===== src/sv/circle_span_rasterizer_core_macros.svh =====
`ifndef CIRCLE_SPAN_RASTERIZER_CORE_MACROS_SVH
`define CIRCLE_SPAN_RASTERIZER_CORE_MACROS_SVH

// Assertion helpers, clocked on clk_i and quiet while rst_ni is low.
`ifndef SYNTH

`define CSRAST_ASSERT_NOW(name, ante, cons, msg) \
  name: assert property (@(posedge clk_i) disable iff (!rst_ni) (ante) |-> (cons)) \
    else $error(msg);

`define CSRAST_ASSERT_NEXT(name, ante, cons, msg) \
  name: assert property (@(posedge clk_i) disable iff (!rst_ni) (ante) |=> (cons)) \
    else $error(msg);

`else

`define CSRAST_ASSERT_NOW(name, ante, cons, msg)

`define CSRAST_ASSERT_NEXT(name, ante, cons, msg)

`endif

`endif


===== src/sv/csrast_pkg.sv =====
package csrast_pkg;

  localparam int COORD_BITS = 16;
  localparam int OUT_BITS   = COORD_BITS + 1;
  localparam int RAD_BITS   = 6;
  localparam int STEP_BITS  = RAD_BITS + 1;
  localparam int SQ_BITS    = 2 * RAD_BITS;
  localparam int NSQ_BITS   = 2 * STEP_BITS;
  localparam int PC_BITS    = 3;
  localparam int NSTEPS     = 1 << PC_BITS;

  typedef logic [PC_BITS-1:0] pc_t;

  // datapath operations, one per control word
  typedef enum logic [2:0] {
    OP_NOP,
    OP_LOAD,
    OP_SQ_R,
    OP_ADV,
    OP_SQ_NX,
    OP_SQ_Y,
    OP_LOWER,
    OP_EMIT
  } op_e;

  // jump conditions; a jump not taken falls through to pc + 1
  typedef enum logic [2:0] {
    JC_NEXT,
    JC_NO_INPUT,
    JC_LOWER,
    JC_OUT_FULL,
    JC_MORE
  } jc_e;

  typedef struct packed {
    op_e op;
    jc_e jc;
    pc_t target;
  } uword_t;

  typedef struct packed {
    logic lower;     // y still too tall for the next column
    logic more;      // run continues after the current result
    logic out_full;  // output register holds a stalled result
  } dp_stat_t;

  localparam pc_t PC_IDLE  = pc_t'(0);
  localparam pc_t PC_SQ_R  = pc_t'(1);
  localparam pc_t PC_ADV   = pc_t'(2);
  localparam pc_t PC_SQ_NX = pc_t'(3);
  localparam pc_t PC_SQ_Y  = pc_t'(4);
  localparam pc_t PC_LOWER = pc_t'(5);
  localparam pc_t PC_WAIT  = pc_t'(6);
  localparam pc_t PC_EMIT  = pc_t'(7);

  // Program. EMIT falls through by wraparound back to idle.
  localparam uword_t UCODE [NSTEPS] = '{
    '{op: OP_LOAD,  jc: JC_NO_INPUT, target: PC_IDLE},
    '{op: OP_SQ_R,  jc: JC_NEXT,     target: PC_IDLE},
    '{op: OP_ADV,   jc: JC_NEXT,     target: PC_IDLE},
    '{op: OP_SQ_NX, jc: JC_NEXT,     target: PC_IDLE},
    '{op: OP_SQ_Y,  jc: JC_NEXT,     target: PC_IDLE},
    '{op: OP_LOWER, jc: JC_LOWER,    target: PC_SQ_Y},
    '{op: OP_NOP,   jc: JC_OUT_FULL, target: PC_WAIT},
    '{op: OP_EMIT,  jc: JC_MORE,     target: PC_ADV}
  };

endpackage


===== src/sv/circle_span_rasterizer_core.sv =====
// Channel | Direction | Handshake             | Payload
// cfg     | in        | cfg_valid_i/cfg_ready_o | cfg_data_i (dedupe center column)
// in      | in        | in_valid_i/in_stall_o | kind, center_x, center_y, radius
// out     | out       | out_valid_o/out_stall_i | eight coordinates, span flag, kind, last
//
// One circle at a time, and output stalls can hold the run. Over a run y drops by r in total
// for a fill and by less for an outline; each unit drop costs a square and a compare in
// the microcode loop.
// Reset clears the step counter, output valid and sets dedupe to 1.
// out_stall_i holds the sequencer in its wait step; in_stall_o is low only when idle.
`include "circle_span_rasterizer_core_macros.svh"

module circle_span_rasterizer_core (
  input  logic                                    clk_i,
  input  logic                                    rst_ni,
  input  logic                                    cfg_valid_i,
  output logic                                    cfg_ready_o,
  input  logic                                    cfg_data_i,
  input  logic                                    in_valid_i,
  output logic                                    in_stall_o,
  input  logic                                    kind_i,
  input  logic signed [csrast_pkg::COORD_BITS-1:0] center_x_i,
  input  logic signed [csrast_pkg::COORD_BITS-1:0] center_y_i,
  input  logic [csrast_pkg::RAD_BITS-1:0]         radius_i,
  output logic                                    out_valid_o,
  input  logic                                    out_stall_i,
  output logic signed [csrast_pkg::OUT_BITS-1:0]  col_plus_x_o,
  output logic signed [csrast_pkg::OUT_BITS-1:0]  col_minus_x_o,
  output logic signed [csrast_pkg::OUT_BITS-1:0]  row_plus_y_o,
  output logic signed [csrast_pkg::OUT_BITS-1:0]  row_minus_y_o,
  output logic signed [csrast_pkg::OUT_BITS-1:0]  col_plus_y_o,
  output logic signed [csrast_pkg::OUT_BITS-1:0]  col_minus_y_o,
  output logic signed [csrast_pkg::OUT_BITS-1:0]  row_plus_x_o,
  output logic signed [csrast_pkg::OUT_BITS-1:0]  row_minus_x_o,
  output logic                                    second_span_valid_o,
  output logic                                    result_kind_o,
  output logic                                    last_o
);
  import csrast_pkg::*;

  logic     dedupe_q;
  op_e      op;
  dp_stat_t stat;

  assign cfg_ready_o = 1'b1;
  assign in_stall_o  = (op != OP_LOAD);

  always_ff @(posedge clk_i or negedge rst_ni) begin
    if (!rst_ni) begin
      dedupe_q <= 1'b1;
    end else if (cfg_valid_i && cfg_ready_o) begin
      dedupe_q <= cfg_data_i;
    end
  end

  csrast_sequencer u_seq (
    .clk_i      (clk_i),
    .rst_ni     (rst_ni),
    .in_valid_i (in_valid_i),
    .stat_i     (stat),
    .op_o       (op)
  );

  csrast_datapath u_dp (
    .clk_i               (clk_i),
    .rst_ni              (rst_ni),
    .op_i                (op),
    .dedupe_i            (dedupe_q),
    .in_valid_i          (in_valid_i),
    .kind_i              (kind_i),
    .center_x_i          (center_x_i),
    .center_y_i          (center_y_i),
    .radius_i            (radius_i),
    .out_stall_i         (out_stall_i),
    .stat_o              (stat),
    .out_valid_o         (out_valid_o),
    .col_plus_x_o        (col_plus_x_o),
    .col_minus_x_o       (col_minus_x_o),
    .row_plus_y_o        (row_plus_y_o),
    .row_minus_y_o       (row_minus_y_o),
    .col_plus_y_o        (col_plus_y_o),
    .col_minus_y_o       (col_minus_y_o),
    .row_plus_x_o        (row_plus_x_o),
    .row_minus_x_o       (row_minus_x_o),
    .second_span_valid_o (second_span_valid_o),
    .result_kind_o       (result_kind_o),
    .last_o              (last_o)
  );

  `CSRAST_ASSERT_NEXT(a_load_then_square, in_valid_i && !in_stall_o, op == OP_SQ_R,
                      "accepted request did not start the program")
  `CSRAST_ASSERT_NOW(a_rise_from_emit, $rose(out_valid_o), $past(op == OP_EMIT),
                     "result appeared without an emit step")
  `CSRAST_ASSERT_NOW(a_outline_no_span, out_valid_o && !result_kind_o, !second_span_valid_o,
                     "outline result carries a span flag")
  `CSRAST_ASSERT_NOW(a_dropped_span_center,
                     out_valid_o && result_kind_o && !second_span_valid_o,
                     col_plus_x_o == col_minus_x_o,
                     "second span dropped off the center column")

endmodule


===== src/sv/csrast_sequencer.sv =====
module csrast_sequencer (
  input  logic                 clk_i,
  input  logic                 rst_ni,
  input  logic                 in_valid_i,
  input  csrast_pkg::dp_stat_t stat_i,
  output csrast_pkg::op_e      op_o
);
  import csrast_pkg::*;

  pc_t    pc_q, pc_d;
  uword_t uw;
  logic   take;

  assign uw   = UCODE[pc_q];
  assign op_o = uw.op;

  always_comb begin
    unique case (uw.jc)
      JC_NEXT:     take = 1'b0;
      JC_NO_INPUT: take = !in_valid_i;
      JC_LOWER:    take = stat_i.lower;
      JC_OUT_FULL: take = stat_i.out_full;
      JC_MORE:     take = stat_i.more;
      default:     take = 1'b0;
    endcase
    pc_d = take ? uw.target : pc_q + pc_t'(1);
  end

  always_ff @(posedge clk_i or negedge rst_ni) begin
    if (!rst_ni) begin
      pc_q <= PC_IDLE;
    end else begin
      pc_q <= pc_d;
    end
  end

endmodule


===== src/sv/csrast_datapath.sv =====
module csrast_datapath (
  input  logic                                    clk_i,
  input  logic                                    rst_ni,
  input  csrast_pkg::op_e                         op_i,
  input  logic                                    dedupe_i,
  input  logic                                    in_valid_i,
  input  logic                                    kind_i,
  input  logic signed [csrast_pkg::COORD_BITS-1:0] center_x_i,
  input  logic signed [csrast_pkg::COORD_BITS-1:0] center_y_i,
  input  logic [csrast_pkg::RAD_BITS-1:0]         radius_i,
  input  logic                                    out_stall_i,
  output csrast_pkg::dp_stat_t                    stat_o,
  output logic                                    out_valid_o,
  output logic signed [csrast_pkg::OUT_BITS-1:0]  col_plus_x_o,
  output logic signed [csrast_pkg::OUT_BITS-1:0]  col_minus_x_o,
  output logic signed [csrast_pkg::OUT_BITS-1:0]  row_plus_y_o,
  output logic signed [csrast_pkg::OUT_BITS-1:0]  row_minus_y_o,
  output logic signed [csrast_pkg::OUT_BITS-1:0]  col_plus_y_o,
  output logic signed [csrast_pkg::OUT_BITS-1:0]  col_minus_y_o,
  output logic signed [csrast_pkg::OUT_BITS-1:0]  row_plus_x_o,
  output logic signed [csrast_pkg::OUT_BITS-1:0]  row_minus_x_o,
  output logic                                    second_span_valid_o,
  output logic                                    result_kind_o,
  output logic                                    last_o
);
  import csrast_pkg::*;

  // request
  logic                        kind_q;
  logic signed [OUT_BITS-1:0]  cx_q, cy_q;
  logic [RAD_BITS-1:0]         r_q;
  // current and next column / height
  logic [STEP_BITS-1:0]        x_q, nx_q;
  logic [RAD_BITS-1:0]         y_q, ny_q;
  logic [SQ_BITS-1:0]          rr_q, t_q, yy_q;

  logic                        out_valid_q;
  logic signed [OUT_BITS-1:0]  cpx_q, cmx_q, rpy_q, rmy_q, cpy_q, cmy_q, rpx_q, rmx_q;
  logic                        ssv_q, rkind_q, last_q;

  logic [NSQ_BITS-1:0]         nsq;
  logic [NSQ_BITS-1:0]         rr_ext;
  logic signed [OUT_BITS-1:0]  xs, ys;
  logic                        last_now;

  assign nsq      = nx_q * nx_q;
  assign rr_ext   = NSQ_BITS'(rr_q);
  assign xs       = OUT_BITS'(signed'({1'b0, x_q}));
  assign ys       = OUT_BITS'(signed'({1'b0, y_q}));
  assign last_now = kind_q ? (nx_q > STEP_BITS'(r_q)) : (nx_q > STEP_BITS'(ny_q));

  assign stat_o.lower    = (ny_q != '0) && (yy_q > t_q);
  assign stat_o.more     = !last_now;
  assign stat_o.out_full = out_valid_q && out_stall_i;

  always_ff @(posedge clk_i) begin
    unique case (op_i)
      OP_LOAD: begin
        if (in_valid_i) begin
          kind_q <= kind_i;
          cx_q   <= OUT_BITS'(center_x_i);
          cy_q   <= OUT_BITS'(center_y_i);
          r_q    <= radius_i;
          x_q    <= '0;
          y_q    <= radius_i;
        end
      end
      OP_SQ_R:  rr_q <= SQ_BITS'(r_q * r_q);
      OP_ADV: begin
        nx_q <= x_q + STEP_BITS'(1);
        ny_q <= y_q;
      end
      // remaining height budget, clamped at zero past the radius
      OP_SQ_NX: t_q <= (nsq > rr_ext) ? '0 : SQ_BITS'(rr_ext - nsq);
      OP_SQ_Y:  yy_q <= SQ_BITS'(ny_q * ny_q);
      OP_LOWER: begin
        if (stat_o.lower) ny_q <= ny_q - RAD_BITS'(1);
      end
      OP_EMIT: begin
        x_q     <= nx_q;
        y_q     <= ny_q;
        cpx_q   <= cx_q + xs;
        cmx_q   <= cx_q - xs;
        rpy_q   <= cy_q + ys;
        rmy_q   <= cy_q - ys;
        rkind_q <= kind_q;
        last_q  <= last_now;
        if (kind_q) begin
          cpy_q <= '0;
          cmy_q <= '0;
          rpx_q <= '0;
          rmx_q <= '0;
          ssv_q <= !(x_q == '0 && dedupe_i);
        end else begin
          cpy_q <= cx_q + ys;
          cmy_q <= cx_q - ys;
          rpx_q <= cy_q + xs;
          rmx_q <= cy_q - xs;
          ssv_q <= 1'b0;
        end
      end
      default: ;
    endcase
  end

  // sequencer only reaches EMIT with the output register free
  always_ff @(posedge clk_i or negedge rst_ni) begin
    if (!rst_ni) begin
      out_valid_q <= 1'b0;
    end else if (op_i == OP_EMIT) begin
      out_valid_q <= 1'b1;
    end else if (!out_stall_i) begin
      out_valid_q <= 1'b0;
    end
  end

  assign out_valid_o         = out_valid_q;
  assign col_plus_x_o        = cpx_q;
  assign col_minus_x_o       = cmx_q;
  assign row_plus_y_o        = rpy_q;
  assign row_minus_y_o       = rmy_q;
  assign col_plus_y_o        = cpy_q;
  assign col_minus_y_o       = cmy_q;
  assign row_plus_x_o        = rpx_q;
  assign row_minus_x_o       = rmx_q;
  assign second_span_valid_o = ssv_q;
  assign result_kind_o       = rkind_q;
  assign last_o              = last_q;

endmodule


===== config.mk =====
export PLATFORM = sky130hd
export DESIGN_NAME = circle_span_rasterizer_core
export DESIGN_NICKNAME = d
export VERILOG_FILES = /design/src/sv/csrast_pkg.sv /design/src/sv/circle_span_rasterizer_core.sv /design/src/sv/csrast_sequencer.sv /design/src/sv/csrast_datapath.sv
export VERILOG_INCLUDE_DIRS = /design/src /design/src/sv
export SDC_FILE = /design/constraint.sdc
export NUM_CORES = 1
export LEC_CHECK = 0
export ABC_AREA = 1
export BUFFER_PORTS_ARGS = -buffer_cell sky130_fd_sc_hd__buf_2
export CAP_MARGIN = 15
export CORE_UTILIZATION = 45
export DETAILED_ROUTE_END_ITERATION = 8
export SYNTH_ARGS = -nofsm -noshare
export SYNTH_HDL_FRONTEND = slang
export SYNTH_SLANG_ARGS = --single-unit

===== constraint.sdc =====
create_clock -name clk_i -period 16.7 [get_ports clk_i]
set_clock_uncertainty 0.1 [all_clocks]
set_input_delay 2.505 -clock clk_i [delete_from_list [all_inputs] [get_ports clk_i]]
set_output_delay 2.505 -clock clk_i [all_outputs]
set_load 0.02 [all_outputs]

==> flow_summary.ini, run 1 <==
[synth]
synth_top_area_share_pct = 43.8
synth.area.mux_share_pct = 0.0702
netlist_area_sq_um = 16100
synth.most_common_cell = nand2_1
synth_area_leaders = edfxtp_1, ha_1, nand2_1
ys_seq_elements = 239
synth_top_family_by_area = adder cells
synth_compound_area_share_pct = 8.81
synthSimpleGateAreaFrac_pct = 15.5
synthXorXnorAreaFrac_pct = 5.73
synth_edf_count = 234
seq_area_frac_synth_pct = 44.6
netlist_top_cells_count = nand2_1, inv_1, edfxtp_1
ys_types = 50
synthArstFlopShare_pct = 2.09
netlist_instances = 1715
synth_fa_ha_area_share_pct = 16.8
syn_avg_cell_area_sq_um = 9.36
yosys_warnings = 0
synth_largest_area_cell = edfxtp_1
syn_nets = 1953
yosys_most_used_dff = edfxtp_1

[clocking]
worstSkewPairLatency_ns = 0.56
cts_tree = done
cts_sinks = 239
cts_max_level = 1
post-cts-setup-buffers = 0
ctsLongestPathBuffers = 3
clk_pin_slew_ns = 0.06
cts-resized-gates = 0
root_buffer = clkbuf_16
hold_buffers = 0
cts_buffers = 27

[critical_path]
worstPathMaxFanout = 12
required_ns = 16.90
crit_arrival_ns = 6.05
critPathTopFamily = adder cells
crit_path_top_delay_cell = edfxtp_1
crit_top_cell = nand2_1
cp_num_buf_inv = 4
critPathMaxStageDelay_ns = 0.58
setup.worst_path.end_class = register
worstSetupPathType = reg2reg
start_kind = register

[sta]
rsz0062_at_grt = false
fmax_ghz = 0.171
min_period_ns = 5.85
slew_headroom_pct = 30.9
setup_viol = 0
worst_pin_slew_ns = 1.04
fin_crit_sh_pct = 35.0
finalHoldViolCount = 0
finalSetupTns_ns = 0
slew_viol_final = 0

[global_routing]
antenna_found_initial = 1
grt_start_max_net_pins = 77
grt_pass1_wl_microns = 62900
grt_overflow = 0
grt_pass1_vias = 11627
grt_usage_pct = 22.2

[route]
num_vias = 11984
dr.pass1.iters = 7
drtIter0Drc = 934
route.detailed.drc = 1
ant_nets = 0
drt-total-wl_microns = 39900
vias_per_cell = 5.07
routedWlPerCell_microns = 16.9

[place]
port_buffers = 185
globalplace.congestion = 0.881
dp_hpwl_microns = 30900

[worst_hold_path]
worstHoldPathType = reg2reg

[layout]
drive_gt1_share_pct = 15.7
nets = 2123
area_growth_pct = 13.5

[floorplan]
dieArea_sq_um = 36400
die_w_microns = 191
rows = 68
start_util_pct = 46.1
die_y_microns = 191
coreArea_sq_um = 34800
ios = 187

[job]
max_cap_viol_count = 0

[status]
status = finished, violations left
violations = DRC
==> layout make-up <==
class	instances	area, sq um
fill	3176	16600
multi-input combinational	1131	7560
sequential	239	7150
inverter	294	1100
timing repair buffer	192	978
clock buffer	32	714
tap	455	569
clock inverter	18	135
antenna	1	2.50
==> path summary, 6_finish.rpt <==
check,end,slack (ns),from,cells past startpoint
max,u_dp.t_q[9],10.85,u_dp.nx_q[5],26
min,u_dp.out_valid_o,0.43,u_dp.out_valid_o,2
max reg2reg,u_dp.t_q[9],10.85,u_dp.nx_q[5],26
min reg2reg,u_dp.out_valid_o,0.43,u_dp.out_valid_o,2
max in group asynchronous,dedupe_q,14.63,rst_ni,1
min in group asynchronous,u_seq.pc_q[0],1.66,rst_ni,1
==> cells in the final DEF, fill, tap and decap left out, drive strengths merged <==
cell type  Yosys  layout
nand2        301     301
o31ai          2       2
a31o           4       4
o21bai        13      13
clkbuf        23      32
a31oi          5       5
nor3          33      33
mux2           1       1
nand3         58      58
edfxtp       234     234
a2111oi        1       1
a21o           3       3
fa            38      38
clkinvlp       0       5
a21oi        116     116
a41oi          1       1
a22oi          1       1
and3           1       1
buf           28     192
clkinv         2      13
xnor2         17      17
diode          0       1
dfstp          1       1
nor4           5       5
ha           155     155
xor2          88      88
bufinv         0       1
dfrtp          4       4
o21ai         80      80
o211ai         8       8
a211oi         1       1
conb           1       1
nor2         147     147
or2            4       4
o21a          14      14
nand4         30      30
nand3b         3       3
inv          292     293
==> layer usage <==
metal / track usage, % / up-vias / wire length [microns] / share of wire (%)
met5: 0 / - / 0 / 0
met4: 4.46 / 0 / 627 / 1.6
met3: 2.78 / 48 / 2320 / 5.8
met2: 34.5 / 332 / 17600 / 44
met1: 32.9 / 5606 / 19400 / 48
li1: - / 5998 / - / -
==> worst reg2reg max path, stage by stage, from the launching register on <==
cell      delay (ns)
edfxtp_1        0.58
nand2_1         0.20
xor2_1          0.21
ha_1            0.28
inv_1           0.05
fa_1            0.53
inv_1           0.05
fa_1            0.53
inv_1           0.05
fa_1            0.53
inv_1           0.04
ha_1            0.35
a21oi_1         0.22
nor2_1          0.09
nor2_1          0.09
nand2_1         0.09
xor2_1          0.16
ha_1            0.38
nand2_1         0.11
nor2_1          0.29
nand2_1         0.09
nand2_1         0.06
nand2_1         0.04
nand2_1         0.05
nand2_1         0.06
nand3_2         0.30
nor2_1          0.08
==> flip-flops by register name, summed over array words and instances, names as in the netlist, 11 cells and up <==
signal / cells
u_dp.row_minus_x_o: 17
u_dp.cx_q: 16
u_dp.col_minus_x_o: 17
u_dp.cy_q: 16
u_dp.row_plus_x_o: 16
u_dp.t_q: 12
u_dp.yy_q: 11
u_dp.row_minus_y_o: 17
u_dp.col_minus_y_o: 17
u_dp.row_plus_y_o: 16
u_dp.rr_q: 11
u_dp.col_plus_y_o: 16
u_dp.col_plus_x_o: 16
==> per-stage QoR <==
step                      hold WS [ns]  utilization, %  setup slack [ns]  cells  instance area [sq um]
after global placement           0.430            49.9             10.98   2310                  17400
after CTS                        0.435            52.3             10.86   2360                  18200
after detailed placement         0.421            49.9             10.88   2310                  17400
final                            0.434            52.3             10.85   2362                  18200
after global routing             0.466            52.3             10.43   2362                  18200
after floorplan                  0.324               -              4.50   1715                  16100
==> logic make-up after synthesis <==
family | count (synthesis)
AOI/OAI and AO/OA | 249
xor gates and xnor gates | 105
adders and majority gates | 193
buffers and inverters | 345
DFF | 239
muxes | 1
other | 1
and+or+nand+nor | 582
Power of run 1 is left out: the tool's default activity adds up to more than one toggle a clock period on the data nets, which glitch-free logic cannot reach.
==> run 2: changes to the inputs <==
clock period = 5.5 ns   (was 16.7 ns; I/O delays follow)
==> flow_summary.ini, run 2 (synthesis gave the netlist of run 1 again) <==
[route]
routedWlPerCell_microns = 17.0
ant_nets = 0
route.detailed.drc = 0
vias_per_cell = 5.18
dr.pass1.iters = 5
drt-total-wl_microns = 40300
num_vias = 12285
drtIter0Drc = 710

[global_routing]
grtUsageMet3_pct = 2.34
grt_use_met1_pct = 32.9
top_usage_layer = met2
grt_start_max_net_pins = 77
grt_pass1_wl_microns = 63000
grt_overflow = 0
grt_pass1_vias = 11633
antenna_found_initial = 0
grt_usage_pct = 22.2
met2_usage_pct = 35.0

[sta]
hold-worst-slack_ns = 0.358
min_period_ns = 5.22
setup_viol = 0
slew_viol_final = 0
finalHoldViolCount = 0
fin_crit_sh_pct = 95.0
worst_pin_slew_ns = 0.966
fmax_ghz = 0.191
layout_setup_ws_ns = 0.277
slew_headroom_pct = 35.6

[clocking]
cts_tree = done
cts_sinks = 239
worstSkewPairLatency_ns = 0.54
cts_buffers = 28
clk_pin_slew_ns = 0.06
cts_max_level = 1
root_buffer = clkbuf_16
ctsLongestPathBuffers = 3

[layout]
fin_cells = 2372
drive_gt1_share_pct = 16.4
final_cell_area_sq_um = 18400
final_common_cell = nand2_1
n_antenna_cell = 0
area_growth_pct = 14.4
nets = 2135
final_cell_mix = nand2_1, inv_1, edfxtp_1, buf_2, ha_1

[critical_path]
crit_arrival_ns = 5.52
rrSetupSlack_ns = 0.28
cp-endpoint = u_dp.t_q[10]
setup.worst_path.end_class = register
required_ns = 5.80
startpoint = u_dp.nx_q[5]
rr_startpoint = u_dp.nx_q[5]
worstPathMaxFanout = 12
reg2reg_depth = 27
reg2reg_to = u_dp.t_q[10]
start_kind = register
worstSetupPathType = reg2reg

[floorplan]
die_w_microns = 191
dieArea_sq_um = 36400
coreArea_sq_um = 34800
ios = 187
start_util_pct = 46.1
rows = 68
die_y_microns = 191

[place]
placed_cells = 2319
placedInstanceArea_sq_um = 17400
port_buffers = 185
pre_cts_ws_ns = 0.146
dp_hpwl_microns = 31300
globalplace.congestion = 0.928

[job]
max_cap_viol_count = 0

[status]
status = complete, no violations

[worst_hold_path]
worstHoldPathType = in2reg
-- run 2: critical path, stage by stage, from the launching register on --
cell      delay [ns]
edfxtp_1        0.34
nand2_1         0.11
xor2_1          0.18
ha_1            0.28
inv_1           0.05
fa_1            0.52
inv_1           0.05
fa_1            0.53
inv_1           0.06
fa_1            0.53
inv_1           0.04
ha_2            0.31
a21oi_1         0.20
nor2_1          0.09
nor2_1          0.11
nand2_1         0.11
xor2_1          0.17
ha_1            0.31
buf_4           0.17
a21oi_1         0.13
o21a_1          0.14
nand2_1         0.05
nand2_1         0.05
nand2_1         0.04
nand2_1         0.06
nand3_2         0.08
buf_12          0.16
nor2_1          0.10
-- run 2: stage by stage --
stage                     setup TNS [ns]  util, %
after floorplan                        0        -
after global placement                 0     50.1
after detailed placement               0     50.1
after CTS                              0     52.6
after global routing             -0.0111     52.8
final                                  0     52.8
-- run 2: how the worst min path moves through the flow --
stage,cells after the start,endpoint,from,slack (ns)
final,1,u_dp.cx_q[12],center_x_i[12],0.36
after global routing,1,u_dp.cx_q[14],center_x_i[14],0.34
after CTS,1,u_dp.cy_q[4],center_y_i[4],0.34
after detailed placement,1,u_seq.pc_q[0],u_seq.pc_q[0],0.48
after global placement,2,u_dp.out_valid_o,u_dp.out_valid_o,0.47
after floorplan,0,u_dp.result_kind_o,u_dp.kind_q,0.32
-- run 2: routing by layer --
metal	up-vias	part of all wire, %
li1	6035	-
met2	381	45
met4	0	1.7
met1	5829	47
met3	40	6.0
met5	-	0
-- run 2: area by class of cell --
cell class | instances | area [sq um]
fill | 3209 | 16400
multi-input combinational | 1131 | 7600
sequential | 239 | 7150
inverter | 294 | 1100
timing repair buffer | 203 | 1080
clock buffer | 35 | 748
tap | 455 | 569
clock inverter | 15 | 110
-- run 2: repair_timing --
item                                   4_1_cts  5_1_grt
gates resized for setup                      0        7
hold buffers                                 1        0
endpoints found under the hold margin        4        0
setup endpoints to repair                    0       12
setup buffers                                0        2
Power of run 2 is left out for the same reason.
